**config.mk**
```make
export PLATFORM = sky130hd
export DESIGN_NAME = http_header_block_tokenizer_unit_flat
export DESIGN_NICKNAME = d
export VERILOG_FILES = /design/src/rtl/hhbt_pkg.sv /design/src/rtl/hhbt_in_if.sv /design/src/rtl/hhbt_out_if.sv /design/src/rtl/hhbt_parse.sv /design/src/rtl/http_header_block_tokenizer_unit.sv /design/src/flat_wrapper.sv
export VERILOG_INCLUDE_DIRS = /design/src /design/src/rtl
export SDC_FILE = /design/constraint.sdc
export NUM_CORES = 1
export LEC_CHECK = 0
export ABC_AREA = 0
export BUFFER_PORTS_ARGS = -buffer_cell sky130_fd_sc_hd__buf_2
export CAP_MARGIN = 20
export CORE_MARGIN = 4
export CORE_UTILIZATION = 40
export CTS_BUF_LIST = sky130_fd_sc_hd__clkbuf_4
export CTS_CLUSTER_SIZE = 16
export DETAILED_ROUTE_END_ITERATION = 12
export SKIP_CTS_REPAIR_TIMING = 1
export SLEW_MARGIN = 20
export SYNTH_ARGS = -nofsm -noshare
export SYNTH_HDL_FRONTEND = slang
export SYNTH_SLANG_ARGS = --single-unit
```
**constraint.sdc**
```tcl
create_clock -name clk -period 6.64 [get_ports clk]
set_clock_uncertainty 0.05 [all_clocks]
set_input_delay 1.66 -clock clk [delete_from_list [all_inputs] [get_ports clk]]
set_output_delay 1.66 -clock clk [all_outputs]
set_load 0.01 [all_outputs]
```
**src/rtl/http_header_block_tokenizer_unit_macros.svh**
```systemverilog
`ifndef HTTP_HEADER_BLOCK_TOKENIZER_UNIT_MACROS_SVH
`define HTTP_HEADER_BLOCK_TOKENIZER_UNIT_MACROS_SVH

// Check that cons holds in the same cycle as ante.
`define HHBT_ASSERT_NOW(lbl, ante, cons, msg) \
	lbl: assert property (@(posedge clk) disable iff (!arst_n) (ante) |-> (cons)) \
		else $error(msg);

// Check that cons holds in the cycle after ante.
`define HHBT_ASSERT_NEXT(lbl, ante, cons, msg) \
	lbl: assert property (@(posedge clk) disable iff (!arst_n) (ante) |=> (cons)) \
		else $error(msg);

`endif

```
**src/rtl/hhbt_pkg.sv**
```systemverilog
package hhbt_pkg;

	localparam int OFFSET_BITS = 12;
	localparam int CFG_BITS    = 12;
	localparam int CMP_BITS    = (OFFSET_BITS > CFG_BITS) ? OFFSET_BITS : CFG_BITS;

	localparam logic [CFG_BITS-1:0]    CFG_RESET  = CFG_BITS'(255);
	localparam logic [OFFSET_BITS-1:0] OFFSET_MAX = '1;

	localparam logic [7:0] CH_COLON = 8'h3A;
	localparam logic [7:0] CH_SPACE = 8'h20;
	localparam logic [7:0] CH_CR    = 8'h0D;
	localparam logic [7:0] CH_LF    = 8'h0A;

	typedef enum logic [2:0] {
		PH_START,
		PH_KEY,
		PH_COLON,
		PH_SPACE,
		PH_VALUE,
		PH_CR,
		PH_LF,
		PH_END_CR
	} phase_t;

	typedef enum logic [1:0] {
		ROLE_DELIM,
		ROLE_KEY,
		ROLE_VALUE
	} role_t;

	typedef enum logic [2:0] {
		ERR_NONE,
		ERR_KEY_CRLF,
		ERR_NO_SPACE,
		ERR_TOO_LONG,
		ERR_CR_NO_LF,
		ERR_END_CR_NO_LF
	} err_t;

	typedef struct packed {
		role_t role;
		logic  line_done;
		logic  block_done;
		err_t  err;
	} hhbt_res_t;

endpackage

```
**src/rtl/hhbt_in_if.sv**
```systemverilog
interface hhbt_in_if;
	logic       valid;
	logic       ready;
	logic       kind;
	logic [7:0] data_byte;

	modport source (output valid, kind, data_byte, input ready);
	modport sink   (input valid, kind, data_byte, output ready);
endinterface

```
**src/rtl/hhbt_out_if.sv**
```systemverilog
interface hhbt_out_if;
	logic       valid;
	logic       ready;
	logic [7:0] byte_out;
	logic [1:0] byte_role;
	logic       line_done;
	logic       block_done;
	logic       error_flag;
	logic [2:0] error_code;

	modport source (output valid, byte_out, byte_role, line_done, block_done,
		error_flag, error_code, input ready);
	modport sink   (input valid, byte_out, byte_role, line_done, block_done,
		error_flag, error_code, output ready);
endinterface

```
**src/rtl/hhbt_parse.sv**
```systemverilog
module hhbt_parse
	import hhbt_pkg::*;
(
	input  logic                clk,
	input  logic                arst_n,
	input  logic                step,
	input  logic                kind,
	input  logic [7:0]          data_byte,
	input  logic [CFG_BITS-1:0] max_value_offset,
	output hhbt_res_t           res
);

	phase_t                 phase_q, phase_d;
	logic [OFFSET_BITS-1:0] offset_q, offset_d;
	err_t                   err_q, err_d;

	logic [CMP_BITS-1:0] off_ext;
	logic [CMP_BITS-1:0] cfg_ext;
	logic [CMP_BITS-1:0] mask_ext;
	logic [CMP_BITS-1:0] limit_ext;

	assign off_ext   = CMP_BITS'(offset_q);
	assign cfg_ext   = CMP_BITS'(max_value_offset);
	assign mask_ext  = CMP_BITS'(OFFSET_MAX);
	assign limit_ext = (cfg_ext < mask_ext) ? cfg_ext : mask_ext;

	always_comb begin
		phase_d        = phase_q;
		offset_d       = offset_q;
		err_d          = err_q;
		res.role       = ROLE_DELIM;
		res.line_done  = 1'b0;
		res.block_done = 1'b0;
		if (kind) begin
			phase_d  = PH_START;
			offset_d = '0;
			err_d    = ERR_NONE;
		end else if (err_q == ERR_NONE) begin
			case (phase_q)
				PH_START: begin
					if (!(data_byte inside {CH_CR, CH_LF})) begin
						phase_d  = PH_KEY;
						res.role = ROLE_KEY;
					end
				end
				PH_KEY: begin
					if (data_byte == CH_COLON) begin
						phase_d = PH_COLON;
					end else if (data_byte inside {CH_CR, CH_LF}) begin
						err_d = ERR_KEY_CRLF;
					end else begin
						res.role = ROLE_KEY;
					end
				end
				PH_COLON: begin
					if (data_byte == CH_SPACE) begin
						phase_d = PH_SPACE;
					end else begin
						err_d = ERR_NO_SPACE;
					end
				end
				PH_SPACE: begin
					// first value byte is taken whatever it is
					phase_d  = PH_VALUE;
					offset_d = '0;
					res.role = ROLE_VALUE;
				end
				PH_VALUE: begin
					if (data_byte == CH_CR) begin
						phase_d = PH_CR;
					end else if (off_ext >= limit_ext) begin
						err_d = ERR_TOO_LONG;
					end else begin
						offset_d = offset_q + 1'b1;
						res.role = ROLE_VALUE;
					end
				end
				PH_CR: begin
					if (data_byte == CH_LF) begin
						phase_d       = PH_LF;
						res.line_done = 1'b1;
					end else begin
						err_d = ERR_CR_NO_LF;
					end
				end
				PH_LF: begin
					if (data_byte == CH_CR) begin
						phase_d = PH_END_CR;
					end else begin
						phase_d  = PH_KEY;
						res.role = ROLE_KEY;
					end
				end
				PH_END_CR: begin
					if (data_byte == CH_LF) begin
						phase_d        = PH_START;
						offset_d       = '0;
						res.block_done = 1'b1;
					end else begin
						err_d = ERR_END_CR_NO_LF;
					end
				end
				default: begin
					phase_d = PH_START;
				end
			endcase
		end
		res.err = err_d;
	end

	always_ff @(posedge clk or negedge arst_n) begin
		if (!arst_n) begin
			phase_q  <= PH_START;
			offset_q <= '0;
			err_q    <= ERR_NONE;
		end else if (step) begin
			phase_q  <= phase_d;
			offset_q <= offset_d;
			err_q    <= err_d;
		end
	end

endmodule

```
**src/rtl/http_header_block_tokenizer_unit.sv**
```systemverilog
// Channel   Port      Direction  Payload
// input     byte_in   sink       kind, data_byte
// result    result    source     byte_out, byte_role, line_done, block_done,
//                                error_flag, error_code
// config    cfg_wr_*  write      max_value_offset (12 bits)
//
// One byte per cycle sustained while the receiver keeps result ready; an input byte goes
// through the input register, then the parse step into the result register.
// The parse state machine and value offset counter update once per item.
// Reset clears phase, offset, error and the limit (to 255); no clearing pass.
// A stalled result holds; the input register still fills behind it.
`include "http_header_block_tokenizer_unit_macros.svh"

module http_header_block_tokenizer_unit
	import hhbt_pkg::*;
(
	input  logic                clk,
	input  logic                arst_n,
	hhbt_in_if.sink             byte_in,
	hhbt_out_if.source          result,
	input  logic                cfg_wr_en,
	input  logic [CFG_BITS-1:0] cfg_wr_data
);

	logic [CFG_BITS-1:0] max_offset_q;

	logic       valid_s1;
	logic       kind_s1;
	logic [7:0] byte_s1;
	logic       s1_move;

	logic       out_valid_q;
	logic [7:0] out_byte_q;
	hhbt_res_t  out_res_q;
	hhbt_res_t  step_res;

	assign s1_move      = valid_s1 && (!out_valid_q || result.ready);
	assign byte_in.ready = !valid_s1 || s1_move;

	always_ff @(posedge clk or negedge arst_n) begin
		if (!arst_n) begin
			max_offset_q <= CFG_RESET;
		end else if (cfg_wr_en) begin
			max_offset_q <= cfg_wr_data;
		end
	end

	always_ff @(posedge clk or negedge arst_n) begin
		if (!arst_n) begin
			valid_s1 <= 1'b0;
		end else if (byte_in.ready) begin
			valid_s1 <= byte_in.valid;
		end
	end

	always_ff @(posedge clk) begin
		if (byte_in.valid && byte_in.ready) begin
			kind_s1 <= byte_in.kind;
			byte_s1 <= byte_in.data_byte;
		end
	end

	hhbt_parse u_parse (
		.clk              (clk),
		.arst_n           (arst_n),
		.step             (s1_move),
		.kind             (kind_s1),
		.data_byte        (byte_s1),
		.max_value_offset (max_offset_q),
		.res              (step_res)
	);

	always_ff @(posedge clk or negedge arst_n) begin
		if (!arst_n) begin
			out_valid_q <= 1'b0;
		end else if (s1_move) begin
			out_valid_q <= 1'b1;
		end else if (result.ready) begin
			out_valid_q <= 1'b0;
		end
	end

	// advance the result register on each parse step
	always_ff @(posedge clk) begin
		if (s1_move) begin
			out_byte_q <= byte_s1;
			out_res_q  <= step_res;
		end
	end

	assign result.valid      = out_valid_q;
	assign result.byte_out   = out_byte_q;
	assign result.byte_role  = out_res_q.role;
	assign result.line_done  = out_res_q.line_done;
	assign result.block_done = out_res_q.block_done;
	assign result.error_flag = (out_res_q.err != ERR_NONE);
	assign result.error_code = out_res_q.err;

	`HHBT_ASSERT_NEXT(a_step_fills_result, s1_move, out_valid_q, "parse step left no result")
	`HHBT_ASSERT_NOW(a_one_pulse, out_valid_q,
		!(out_res_q.line_done && out_res_q.block_done), "line and block done together")
	`HHBT_ASSERT_NOW(a_no_role_on_error, out_valid_q && out_res_q.err != ERR_NONE,
		out_res_q.role == ROLE_DELIM && !out_res_q.line_done && !out_res_q.block_done,
		"tagged byte or pulse while in error")

endmodule

```
**src/flat_wrapper.sv**
```systemverilog
// flat-port wrapper written by rule: the top's interface ports become plain ports
module http_header_block_tokenizer_unit_flat import hhbt_pkg::*;
  (clk, arst_n, cfg_wr_en, cfg_wr_data, byte_in_valid, byte_in_kind, byte_in_data_byte, byte_in_ready, result_valid, result_byte_out, result_byte_role, result_line_done, result_block_done, result_error_flag, result_error_code, result_ready);
  hhbt_in_if byte_in_i ();
  hhbt_out_if result_i ();
  input  logic clk;
  input  logic arst_n;
  input  logic cfg_wr_en;
  input  logic [CFG_BITS-1:0] cfg_wr_data;
  input wire logic [$bits(byte_in_i.valid)-1:0] byte_in_valid;
  input wire logic [$bits(byte_in_i.kind)-1:0] byte_in_kind;
  input wire logic [$bits(byte_in_i.data_byte)-1:0] byte_in_data_byte;
  output wire logic [$bits(byte_in_i.ready)-1:0] byte_in_ready;
  output wire logic [$bits(result_i.valid)-1:0] result_valid;
  output wire logic [$bits(result_i.byte_out)-1:0] result_byte_out;
  output wire logic [$bits(result_i.byte_role)-1:0] result_byte_role;
  output wire logic [$bits(result_i.line_done)-1:0] result_line_done;
  output wire logic [$bits(result_i.block_done)-1:0] result_block_done;
  output wire logic [$bits(result_i.error_flag)-1:0] result_error_flag;
  output wire logic [$bits(result_i.error_code)-1:0] result_error_code;
  input wire logic [$bits(result_i.ready)-1:0] result_ready;
  assign byte_in_i.valid = byte_in_valid;
  assign byte_in_i.kind = byte_in_kind;
  assign byte_in_i.data_byte = byte_in_data_byte;
  assign byte_in_ready = byte_in_i.ready;
  assign result_valid = result_i.valid;
  assign result_byte_out = result_i.byte_out;
  assign result_byte_role = result_i.byte_role;
  assign result_line_done = result_i.line_done;
  assign result_block_done = result_i.block_done;
  assign result_error_flag = result_i.error_flag;
  assign result_error_code = result_i.error_code;
  assign result_i.ready = result_ready;
  http_header_block_tokenizer_unit u_core (.clk(clk), .arst_n(arst_n), .byte_in(byte_in_i), .result(result_i), .cfg_wr_en(cfg_wr_en), .cfg_wr_data(cfg_wr_data));
endmodule
```
== Word level (Yosys, flattened, before mapping) ==
Cells that the tools add are included.

* Output and inout port bits: 18
* Register bits: 56
* Input port bits: 26

* Equality and inequality tests: 19
* Bitwise logic cells: 3
* Mux-type cells: 36
* $add $sub $neg: 1
* $lt $le $gt $ge: 2
* Reduce and logical (&&, ||, !) cells: 18

{| class="wikitable"
|+ Operator list
! operator !! number
|-
| 2-to-1 mux 12 bit || 6
|-
| 2-to-1 mux 3 bit || 18
|-
| one-hot mux 12 bit (3 select lines) || 1
|-
| != test 3 x 2 -> 1 bit (second input constant) || 8
|-
| one-hot mux 3 bit (8 select lines) || 1
|-
| == test 8 x 4 -> 1 bit (second input constant) || 2
|-
| == test 8 x 6 -> 1 bit (second input constant) || 2
|-
| one-hot mux 3 bit (5 select lines) || 1
|-
| adder 12 x 1 -> 12 bit (second input constant) || 1
|-
| == test 3 bit (second input constant) || 4
|-
| greater-or-equal comparator 12 bit || 1
|-
| < comparator 12 bit (second input constant) || 1
|-
| one-hot mux 2 bit (5 select lines) || 1
|-
| AND reduction 8 bit || 1
|-
| == test 3 x 2 -> 1 bit (second input constant) || 2
|-
| logical NOT 3 bit || 2
|-
| 2-to-1 mux 1 bit || 6
|-
| AND reduction 6 bit || 1
|-
| nonzero test 2 bit || 3
|-
| OR reduction 3 bit || 2
|-
| 2-to-1 mux 2 bit || 2
|-
| nonzero test 4 bit || 1
|-
| == test 3 x 1 -> 1 bit (second input constant) || 1
|-
| NOT 1 bit || 3
|-
| other kinds (5) || 8
|}

== Longest topological paths before layout ==
Gate-level depths: netlist of the first run.

* Word-level depth: 8
* Mapped depth: 8

== Cells and area by module ==
Synthesis of the first run repeated with hierarchy kept, for this count alone.

* Cell total of the unflattened synthesis: 281
* Area total of the unflattened synthesis: 3093.0 sq um

{| class="wikitable"
|+ By module, submodules not included
! module !! times used !! cells each !! area an instance (sq um) !! seq. area each (sq um)
|-
| hhbt_parse || 1 || 223 || 1783.0 || 450.4
|-
| http_header_block_tokenizer_unit || 1 || 58 || 1310.0 || 1081.0
|}

== Worst setup path before layout of the first run ==
Ideal clock, no wire load.

* Path kind: in2out
* Start point: input port result_ready
* End point: output port byte_in_ready
* Data arrival time: 1869 ps
* Data required time: 4930 ps
* Path slack: 3061 ps
* Buffers on the path: 0
* Stages on the path: 1
* Cell sequence: nand3b_1

* Word-level cells in the longest chain between the ends: 3

{| class="wikitable"
|+ RTL lines
! what !! RTL line !! RTL
|-
| start, declared || flat_wrapper.sv:21 || <nowiki>input wire logic [$bits(result_i.ready)-1:0] result_ready;</nowiki>
|-
| logical OR 1 bit || http_header_block_tokenizer_unit.sv:37 || <nowiki>assign s1_move = valid_s1 && (!out_valid_q || result.ready);</nowiki>
|-
| logical AND 1 bit || http_header_block_tokenizer_unit.sv:37 ||
|-
| logical OR 1 bit || http_header_block_tokenizer_unit.sv:38 || <nowiki>assign byte_in.ready = !valid_s1 || s1_move;</nowiki>
|-
| end, declared || flat_wrapper.sv:13 || <nowiki>output wire logic [$bits(byte_in_i.ready)-1:0] byte_in_ready;</nowiki>
|}

Every way passes these cells.

== Worst setup path in the final report of the first run ==
Same ends and word-level chain as after synthesis.

==> impl.org, run 1 <==
** Setup path
- STA puts the critical path data arrival time at 2.10 ns.
- Setup slack on the worst reg-to-reg path comes out at 3.92 ns.
- Worst path required time :: approximately 4.9 ns
- Counting cells, the worst reg-to-reg path comes to 7.
- The critical path is of the primary input to output port type.
- Most numerous cell on the critical path :: buf_2
- Element type at the critical path end :: output port
- List of cells traversed by the critical path :: buf_2 -> nand3b_1 -> buf_2
- CP Buf/Inv Count :: 2
- Launching point of the worst reg2reg path :: u_core.max_offset_q[7]
- The slowest stage of the critical path is the nand3b_1 cell.
- In this run the worst path has a maximum fanout of 3.
- Cell family with most CP delay :: buffers and inverters
- Critical path launch point type :: primary input
- Destination of the worst register-to-register timing path :: u_core.result.error_code[0]
- In this design, the stage delay of the slowest critical-path cell is 0.18 ns.

** Placement
- Number of port buffers :: between 40 and 50
- Weighted congestion at the end of routability-driven global placement :: 0.8235
- Once detailed placement completed, the half-perimeter wirelength came to 5284 µm.

** Synthesis
- Among all cell types in the netlist, the one instantiated most often is o21ai_0.
- For this run, the number of Yosys warnings is 0.
- After synthesis the cells add up to roughly 0.0032 mm².
- Sequential element share of the synthesized area :: 47.87%
- Synthesis produced a netlist whose cell count is 318.
- Net Count, Synth :: 359
- Post-synthesis async set-or-reset flop share :: 57.14%
- Top cells by area, synth :: edfxtp_1, dfrtp_1, dfstp_2
- After synthesis, the netlist uses slightly below 70 different library cells.
- After synthesis, the mean cell area works out to 10.06 µm².
- In the synthesized netlist, the cells that appear most often are o21ai_0, nand2_1, dfrtp_1, edfxtp_1, inv_1.
- Share of the synthesized area in the top cell type :: 22.53%
- For this run, the leading register cell type out of synthesis is edfxtp_1.
- Number of synthesized flops with an enable pin :: 24
- Library cell with the largest summed area after synthesis :: edfxtp_1
- After synthesis the netlist holds a flip-flop and latch count of 56.

** Detailed routing
- Post-detailed-route via-to-cell ratio :: 5.715
- Number of DRC violations after detailed-routing iteration 0 :: 171
- The first detailed-routing pass took 4 iterations.
- Summing over every cut layer, the via total after detailed routing is 2606.
- After detailed routing, the number of remaining DRC violations is 0.
- For this block, the routed nets add up to a little over 7000 µm of wire.
- WL per Instance :: 15.86 µm
- Residual antenna-violating net count after detailed routing :: 0

** STA
- Adding up every negative setup slack in the final design gives 0 ns.
- Final Max Tran Viols :: 0
- Measured against its own limit, the worst slew margin works out to 45.71%.
- The hold violation total from the final report came to 0.
- The smallest clock period supported by the final layout is computed as 3.807 ns.
- For this run, the top clock speed supported by timing is roughly 260 MHz.
- Setup repair after global routing left no endpoint under its margin.
- The worst path uses 57.33% of the clock period.
- Worst Tran Pin Value :: 0.7938 ns
- Setup violations remaining at the end of the flow were counted as 0.

** Finish
- Syn-to-layout area delta :: 10.52%
- Antenna cell count :: 0
- In the final design database the tool counted roughly 390 nets.
- Share of post-route cells with drive strength above 1 :: a little over a fifth

** Hold path
- Worst min-delay path class :: register to register
- Along the worst hold path, the cell count comes to 0.
- In this run the most critical hold path is launched from u_core.byte_s1[7].
- For hold timing, the worst endpoint is u_core.result.byte_out[7].

** CTS
- The tree built by TritonCTS fans out to 56 sinks.
- The root buffer cell chosen for the clock tree is clkbuf_4.
- Number of buffers created by CTS :: 5
- TritonCTS clock tree :: yes
- After clock tree synthesis, the clock-pin slew on the worst setup and hold paths is 0.17 ns.
- Insertion delay of the later-clocked pin in the worst-skew pair :: 0.39 ns
- H-tree levels :: 2
- The clock passes through at most 2 buffers.

** Die
- Floorplan die width :: about 100 µm
- Row generation in the floorplan step produced 32 rows.
- The initial utilization of the core area, before any placement, comes to 41.19%.
- Full die area :: 0.009494 mm²
- Die Span Y :: a little under 100 µm
- 44 I/O pins were placed.
- Core box area :: 0.007767 mm²

** Power
- Dividing total power by cell area gives a power density of 305.8 mW/mm².
- Worst vdd ir :: around 120 µV
- Power comes to roughly 1100 µW.
- For this design the static power due to leakage is about 0.0014 µW.

** Global route
- Number of global-route vias before repair :: about 2500
- The number of antenna violations at the first check in global routing came to 0.
- Maximum number of pins on one net before global-route repair :: 33
- The first global-routing pass estimated 12300 µm of wire.
- Global routing usage summed across all routing layers :: 15.54%
- Grt total ovfl :: 0

** Status
- The flow ran to the end, and the final reports show no timing, DRC or antenna violations.

** Run
- Across the run, the number of max-cap violations was 0.
==> cells by family after synthesis <==
kind of cell | share of synthesized area (%)
simple gates | 18.69
compound gates | 21.24
flops | 47.87
buf+inv | 4.810
fa+ha+maj | 5.866
mux | 0.9777
xor+xnor | 0.5476
==> power by group <==
group	leakage [µW]	internal, µW	switching (µW)
sequential	0.000629	422	109
combinational	0.000739	165	229
clock	0.0000319	46.5	110
total	0.00140	633	448
==> area by class of cell <==
type	count	area [µm²]
clock buffer	6	45.04
clock inverter	2	16.27
fill	757	4232
inverter	23	86.33
multi-input combinational	224	1514
sequential	56	1531
tap	102	127.6
timing repair buffer	43	215.2
==> per-stage QoR <==
step | setup WS, ns | hold slack, ns | instance area, µm² | instances | utilization, %
floorplan | 3.061 | 0.3936 | 3199 | 318 | -
global placement | 2.852 | 0.4140 | 3475 | 448 | 44.73
detailed placement | 2.836 | 0.4221 | 3475 | 448 | 44.73
CTS | 2.834 | 0.4573 | 3536 | 456 | 45.52
global route | 2.805 | 0.4945 | 3536 | 456 | 45.52
finish | 2.833 | 0.4603 | 3536 | 456 | 45.52
==> flip-flops by register name, indices dropped and copies added, names as in the netlist <==
name and flops:
u_core.valid_s1 1, u_core.kind_s1 1, u_core.u_parse.phase_q 3, u_core.result.line_done 1
u_core.result.byte_out 8, u_core.result.byte_role 2, u_core.u_parse.err_q 3, u_core.max_offset_q 12
u_core.result.block_done 1, u_core.byte_s1 8, u_core.result.valid 1, u_core.result.error_code 3
u_core.u_parse.off_ext 12
==> how the worst max path moves through the flow <==
stage | slack (ns) | cells after the start | endpoint | from
global placement | 2.85 | 3 | byte_in_ready | result_ready
floorplan | 3.06 | 1 | byte_in_ready | result_ready
finish | 2.83 | 3 | byte_in_ready | result_ready
detailed placement | 2.84 | 3 | byte_in_ready | result_ready
global route | 2.81 | 3 | byte_in_ready | result_ready
CTS | 2.83 | 3 | byte_in_ready | result_ready
==> per-layer routing <==
| layer | wire (µm) | share of wire, % | up-vias | GRT usage (%) |
|---|---|---|---|---|
| li1 | - | - | 1269 | - |
| met1 | 3447 | 48 | 1242 | 21.99 |
| met2 | 3265 | 45 | 84 | 24.30 |
| met3 | 398 | 5.5 | 11 | 3.015 |
| met4 | 122 | 1.7 | 0 | 4.366 |
| met5 | 0 | 0 | - | 0 |
==> layout by cell type (no fill, tap or decap), drive strengths merged, types with 3 or more instances in the layout <==
master,n
a21o,3
a2111oi,5
clkbuf,6
nor3,11
nand3,5
nand4,4
a211oi,3
dfstp,8
buf,43
nand2,25
nor2,20
a31oi,7
nor4,7
nor3b,3
or3,3
inv,22
ha,15
a21oi,13
nand2b,7
edfxtp,24
a32oi,4
o21ai,36
o311ai,3
dfrtp,24
o211ai,4
or3b,4
No activity file was read; power rests on OpenSTA's default activity.
==> run 2, diff against run 1 <==
- ABC_AREA: 0 -> 1
- clock period: 6.64 -> 3.5 ns (I/O delays scaled with it)
==> impl.org, run 2 <==
** Synthesis
- Counting every net in the synthesized netlist gives 401.
- Yosys instantiated no cell more often than nand2_1.
- Most frequently used flop master after synthesis :: edfxtp_1
- Number of synthesized flops with an enable pin :: 24
- Share of the synthesized area in the top cell type :: a little under a quarter
- Synthesized area :: slightly above 0.003 mm²
- Yosys printed 0 warnings.
- Post-synthesis async set-or-reset flop share :: a little under three fifths
- Sequential element share of the synthesized area :: 50.06%
- The number of different library cells used by synthesis comes to 33.
- After synthesis, the cell types taking the most area are edfxtp_1, dfrtp_1, nand2_1.
- The average instance in the mapped netlist occupies roughly 8.5 µm².
- Library cell with the largest summed area after synthesis :: edfxtp_1
- Counting every instance in the synthesized netlist gives 360.
- The commonest cells after synthesis are nand2_1, inv_1, nor2_1.
- Flip-flop and latch count after synthesis :: 56

** Power
- Sequential cells account for between 50 and 60% of the total power.
- The internal portion of the total power is roughly 1000 µW.
- Switching fraction of total power :: approximately a third
- Power density of the placed cells :: 433.2 mW/mm²
- Worst vdd ir :: 223.7 µV
- Switching power total :: around 500 µW
- In this run, the clock network consumes 19.0% of the power.
- Total leakage power :: 0.001652 µW
- Of the total power, combinational logic draws 25.6%.

** Global route
- The via count of the first global-routing pass was 2220.
- Across every metal layer, demand over resource in global routing totals 14.17%.
- Wire length of the first global-routing pass :: 10220 µm
- Grt total ovfl :: 0
- Maximum number of pins on one net before global-route repair :: 33
- Initial antenna violation count :: 0

** CTS
- Number of sinks driven by the clock tree :: 56
- TritonCTS built the clock tree.
- Number of buffers created by CTS :: 5
- H-tree levels :: 2
- Clock slew seen by the registers of the worst setup and hold paths :: 0.16 ns
- Insertion delay of the later-clocked pin in the worst-skew pair :: about 0.37 ns
- No sink is reached through more buffers than the 2 on the longest clock path.
- Root Buffer Master :: clkbuf_4

** Setup path
- STA puts the critical path data arrival time at 2.48 ns.
- Worst path required time :: 3.71 ns
- Element type at the critical path end :: register
- The worst setup path is launched from a register.
- The critical path is of the register to register type.
- In this run the worst path has a maximum fanout of 24.

** Detailed routing
- Number of DRC violations after detailed-routing iteration 0 :: 120
- Dividing the detail-routed wire length by the instance count gives 11.65 µm.
- Number of detailed-routing iterations run before antenna repair :: 4
- Summed over all layers, the routed wires come to just under 6000 µm.
- Detailed-route DRC error count :: 0
- Residual antenna-violating net count after detailed routing :: 0
- Overall via count from detail_route :: 2390
- Using the TritonRoute via totals, the vias-per-cell ratio works out to approximately 4.8.

** Die
- Top Ports :: 44
- From left edge to right edge, the die measures 95.45 µm.
- Full die area :: 0.009111 mm²
- Starting utilization of the core area :: 41.73%
- Core box area :: ~0.0073 mm²
- Row generation in the floorplan step produced 31 rows.
- Measured along the y axis, the die boundary spans around 95 µm.

** STA
- Fraction of the cycle the final worst path needs :: roughly two thirds
- Subtracting the final worst setup slack from the clock period gives 2.270 ns.
- For the pin with the worst max-slew slack, the measured transition is 0.7409 ns.
- Final Max Tran Viols :: 0
- The hold violation total from the final report was 0.
- Setup repair after global routing left no endpoint under its margin.
- Setup total negative slack on the finished layout was measured at 0 ns.
- Max Clock Freq :: 440.6 MHz
- Final-report setup violation count :: 0
- Headroom to the max-slew limit came out at 50.61%.

** Status
- The run finished with clean final reports.

** Placement
- HPWL after DPL :: between 4000 and 5000 µm
- Number of port buffers :: 43
- Weighted congestion at the end of routability-driven global placement :: 0.9354

** Run
- The tool flagged a number of max-cap violations equal to 0.

** Finish
- Utilization of the core after routing :: 46.56%
- Fill cells in the final layout number 723.
- The repair_antennas step left the layout with diodes totalling 0.
- Share of post-route cells with drive strength above 1 :: 20.54%
- In the layout the commonest cells are nand2_1, inv_1, buf_2.
- Most common library cell in the layout ignoring fill and taps :: nand2_1
- Relative to the synthesized area, the layout overhead comes to 11.57%.
- In the final design database the tool counted about 440 nets.

** Hold path
- Worst min-delay path class :: register to register
-- run 2: cell types whose count changed after synthesis, moves of 4 or more --
cell and delta:
a31oi_1 -6, nor4_1 -6, nand3_1 +16, or3b_2 -4, nand2_1 +76, o21ai_0 -16
a32oi_1 -4, nand2b_1 -6, nand4_1 +7, nor3_1 -7, nor2_1 +7, o21ai_2 +13
clkbuf_1 -4, inv_1 +32
-- run 2: cell families after synthesis --
family | count (synthesis) | synth area share, %
buffers and inverters | 63 | 8.221
AO/OA/AOI/OAI | 51 | 10.80
flip-flops | 56 | 50.06
adder cells (fa/ha/maj) | 15 | 6.135
XOR/XNOR | 1 | 0.2864
AND/OR/NAND/NOR | 173 | 24.13
multiplexers | 1 | 0.3681
-- run 2: critical path: stages, from the launching register on --
cell	delay, ns
dfstp_2	0.55
inv_1	0.04
ha_1	0.28
nand2_1	0.06
inv_1	0.04
nand2_1	0.06
nand2_1	0.04
a21oi_1	0.21
nand2_1	0.12
o21ai_2	0.13
nand2_2	0.31
nand2_1	0.18
o21ai_2	0.06
-- run 2: layout make-up --
cell class                 instances  area, µm²  share of cell area (%)
multi-input combinational        241       1276                   37.39
timing repair buffer              43      215.2                   6.305
inverter                          56      210.2                   6.158
sequential                        56       1531                   44.87
tap                               99      123.9                   3.629
clock buffer                       6      45.04                   1.320
clock inverter                     2      11.26                  0.3299
-- run 2: path summary, 6_finish.rpt --
| path | startpoint | end | slack, ns | cells past startpoint |
|---|---|---|---|---|
| min in group asynchronous | arst_n | u_core.u_parse.off_ext[11] | 0.49 | 1 |
| max in group asynchronous | arst_n | u_core.u_parse.err_q[1] | 2.43 | 1 |
| worst max register to register | u_core.max_offset_q[7] | u_core.u_parse.off_ext[2] | 1.23 | 12 |
| worst min-delay path | u_core.byte_s1[7] | u_core.result.byte_out[7] | 0.45 | 0 |
| worst min register to register | u_core.byte_s1[7] | u_core.result.byte_out[7] | 0.45 | 0 |
| worst max-delay path | u_core.max_offset_q[7] | u_core.u_parse.off_ext[2] | 1.23 | 12 |
-- run 2: routing by layer --
| layer | up-vias | wire length, µm | GRT usage [%] |
|---|---|---|---|
| met1 | 1081 | 2990 | 20.31 |
| li1 | 1255 | - | - |
| met4 | 0 | 47 | 4.265 |
| met3 | 4 | 253 | 2.605 |
| met5 | - | 0 | 0 |
| met2 | 50 | 2571 | 21.81 |
-- run 2: stage by stage --
stage                     hold slack [ns]  instance area, µm²  cells  power [µW]  setup WS (ns)
after detailed placement           0.4191                3357    495        1212          1.176
final                              0.4506                3413    503        1479          1.230
after floorplan                    0.4007                3059    360        1100          1.516
after global placement             0.4172                3357    495        1211          1.219
after CTS                          0.4548                3413    503        1498          1.176
after global routing               0.4756                3413    503        1592         0.9366
-- run 2: power by group through the flow --
stage	clock [µW]	combinational, µW	sequential [µW]
final	281	378	820
after global routing	320	441	830
after CTS	297	381	820
after detailed placement	0	379	833
after global placement	0	378	834
after floorplan	0	267	834
==> run 3, diff against run 2 <==
- ABC_AREA: 1 -> 0
- clock period: 3.5 -> 2.2 ns (I/O delays scaled with it)
==> impl.org, run 3 (synthesis results as in run 1) <==
** Status
- Outcome :: finished, violations left
- The checks that failed: negative setup slack.

** Global route
- Number of global-route vias before repair :: 2591
- Maximum number of pins on one net before global-route repair :: 33
- Initial antenna violation count :: 0
- The total overflow left after global routing is 0.
- Global routing usage summed across all routing layers :: 16.63%
- Wire length of the first global-routing pass :: 13040 µm

** Setup path
- Worst path required time :: 2.31 ns
- The worst setup path is launched from a register.
- STA classifies the critical path endpoint as a register.
- Arrival time worst endpoint :: around 2.4 ns
- CP max FO :: 5
- Critical path start-end classification :: register to register

** Detailed routing
- Number of detailed-routing iterations run before antenna repair :: 4
- Overall via count from detail_route :: roughly 2800
- The final layout contains routed wiring with a total length of roughly 8200 µm.
- Detailed-route DRC error count :: 0
- Residual antenna-violating net count after detailed routing :: 0
- Using the TritonRoute via totals, the vias-per-cell ratio works out to between 5 and 6.
- After detailed routing, the average wire length per cell comes to 16.01 µm.
- Number of DRC violations after detailed-routing iteration 0 :: 229

** STA
- Timing would allow up to 447.5 MHz.
- For the finished layout, the period the worst path requires is 2.235 ns.
- At the pin with the least slew margin, the transition time is between 0.7 and 0.8 ns.
- In this run the tightest slew margin relative to its limit is 47.09%.
- Setup repair after global routing could not meet its margin everywhere.
- Fraction of the cycle the final worst path needs :: 101.6%
- Setup violations remaining at the end of the flow were counted as 4.
- Setup WS post-layout :: -0.03478 ns
- The final count of pins violating max slew is 0.
- Final setup TNS :: -0.04561 ns
- Total count of hold-check failures in the final report :: 0

** Die
- Die Span Y :: 97.44 µm
- Full die area :: 0.009494 mm²
- Top Ports :: 44
- The die is 97.44 µm wide.
- The initialized floorplan defines 32 standard-cell rows.
- Starting utilization of the core area :: between 40% and 50%
- Core box area :: between 0.007 and 0.008 mm²

** Placement
- Number of port buffers :: 43
- Weighted congestion at the end of routability-driven global placement :: 0.8340
- Timing analysis after detailed placement gives a worst setup slack of -0.2382 ns.
- HPWL after DPL :: 5811 µm
- After detailed placement, the design holds a cell count of 494.

** Finish
- Layout net count :: 448
- Multi-input gate area :: 0.001773 mm²
- Total area of sequential cells :: 0.001531 mm²
- The repair_antennas step left the layout with diodes totalling 0.
- Leaving out fill and tap cells, the most frequent cell in the layout is buf_4.
- Compared with the post-synthesis result, the final layout area differs by 31.87%.
- Most used cells in the layout excluding fill and tap cells :: buf_4, buf_2, o21ai_0
- Share of post-route cells with drive strength above 1 :: between 30% and 40%
- The filler cells instantiated in the layout total 724.
- Non-filler instance count after layout :: 510
- Utilization of the core after routing :: 54.32%

** Power
- Across the VDD grid, the largest voltage drop is 388.2 µV.
- In this run the static leakage power is about 0.0017 µW.
- Power density of the placed cells :: 927.1 mW/mm²

** CTS
- Number of sinks driven by the clock tree :: 56
- Clock-pin slew was measured on the worst setup and hold paths at about 0.17 ns.
- H-tree levels :: 2
- TritonCTS built the clock tree.
- Maximum clock insertion buffer count :: 2
- Counting the buffers created by CTS gives 5.
- Root Buffer Master :: clkbuf_4
- Insertion delay of the later-clocked pin in the worst-skew pair :: 0.39 ns

** Run
- Max Cap Violations :: 0

** Hold path
- Worst min-delay path class :: primary input to asynchronous set/reset pin
[run 3: layout make-up]
type	instances	share of cell area, %
sequential	56	36.30
clock inverter	3	0.3262
multi-input combinational	225	42.02
tap	102	3.025
inverter	23	2.046
timing repair buffer	96	15.39
clock buffer	5	0.8897
[run 3: power by group]
part	internal, µW	total, µW	switching [µW]	leakage (µW)
clock network	119	449	330	0.0000324
logic	913	2030	1120	0.00103
registers	1280	1430	153	0.000629
total	2310	3910	1600	0.00169
[run 3: path summary, 6_finish.rpt]
kind	from	end	slack [ns]	cells after the start
setup / recovery	u_core.max_offset_q[7]	u_core.result.error_code[0]	-0.03	7
hold / removal	arst_n	u_core.max_offset_q[8]	0.17	1
setup reg to reg	u_core.max_offset_q[7]	u_core.result.error_code[0]	-0.03	7
hold reg to reg	u_core.byte_s1[5]	u_core.result.byte_out[5]	0.45	0
max in group asynchronous	arst_n	u_core.u_parse.off_ext[1]	1.43	1
min in group clk	byte_in_data_byte[0]	u_core.byte_s1[0]	0.29	1
[run 3: layer usage]
layer	GRT usage [%]	part of all wire, %	vias to the layer above
li1	-	-	1378
met3	3.374	6.9	10
met5	0	0	-
met1	23.76	45	1319
met4	4.686	1.0	0
met2	25.62	47	107
[run 3: per-stage QoR]
stage / total power (µW) / area (µm²) / hold WS, ns
finish: 3911 / 4219 / 0.1687
global placement: 3214 / 3874 / 0.4185
global route: 4215 / 4219 / 0.2048
CTS: 3678 / 3925 / 0.1887
floorplan: 2522 / 3238 / 0.2044
detailed placement: 3227 / 3874 / 0.4258
[run 3: critical path, cell delays in order, from the launching register on]
cell and delay, ns:
dfstp_2 0.56, inv_2 0.04, ha_4 0.22, a211oi_2 0.21, o21ai_2 0.10, a221o_2 0.46
o311ai_4 0.27, a21oi_2 0.09
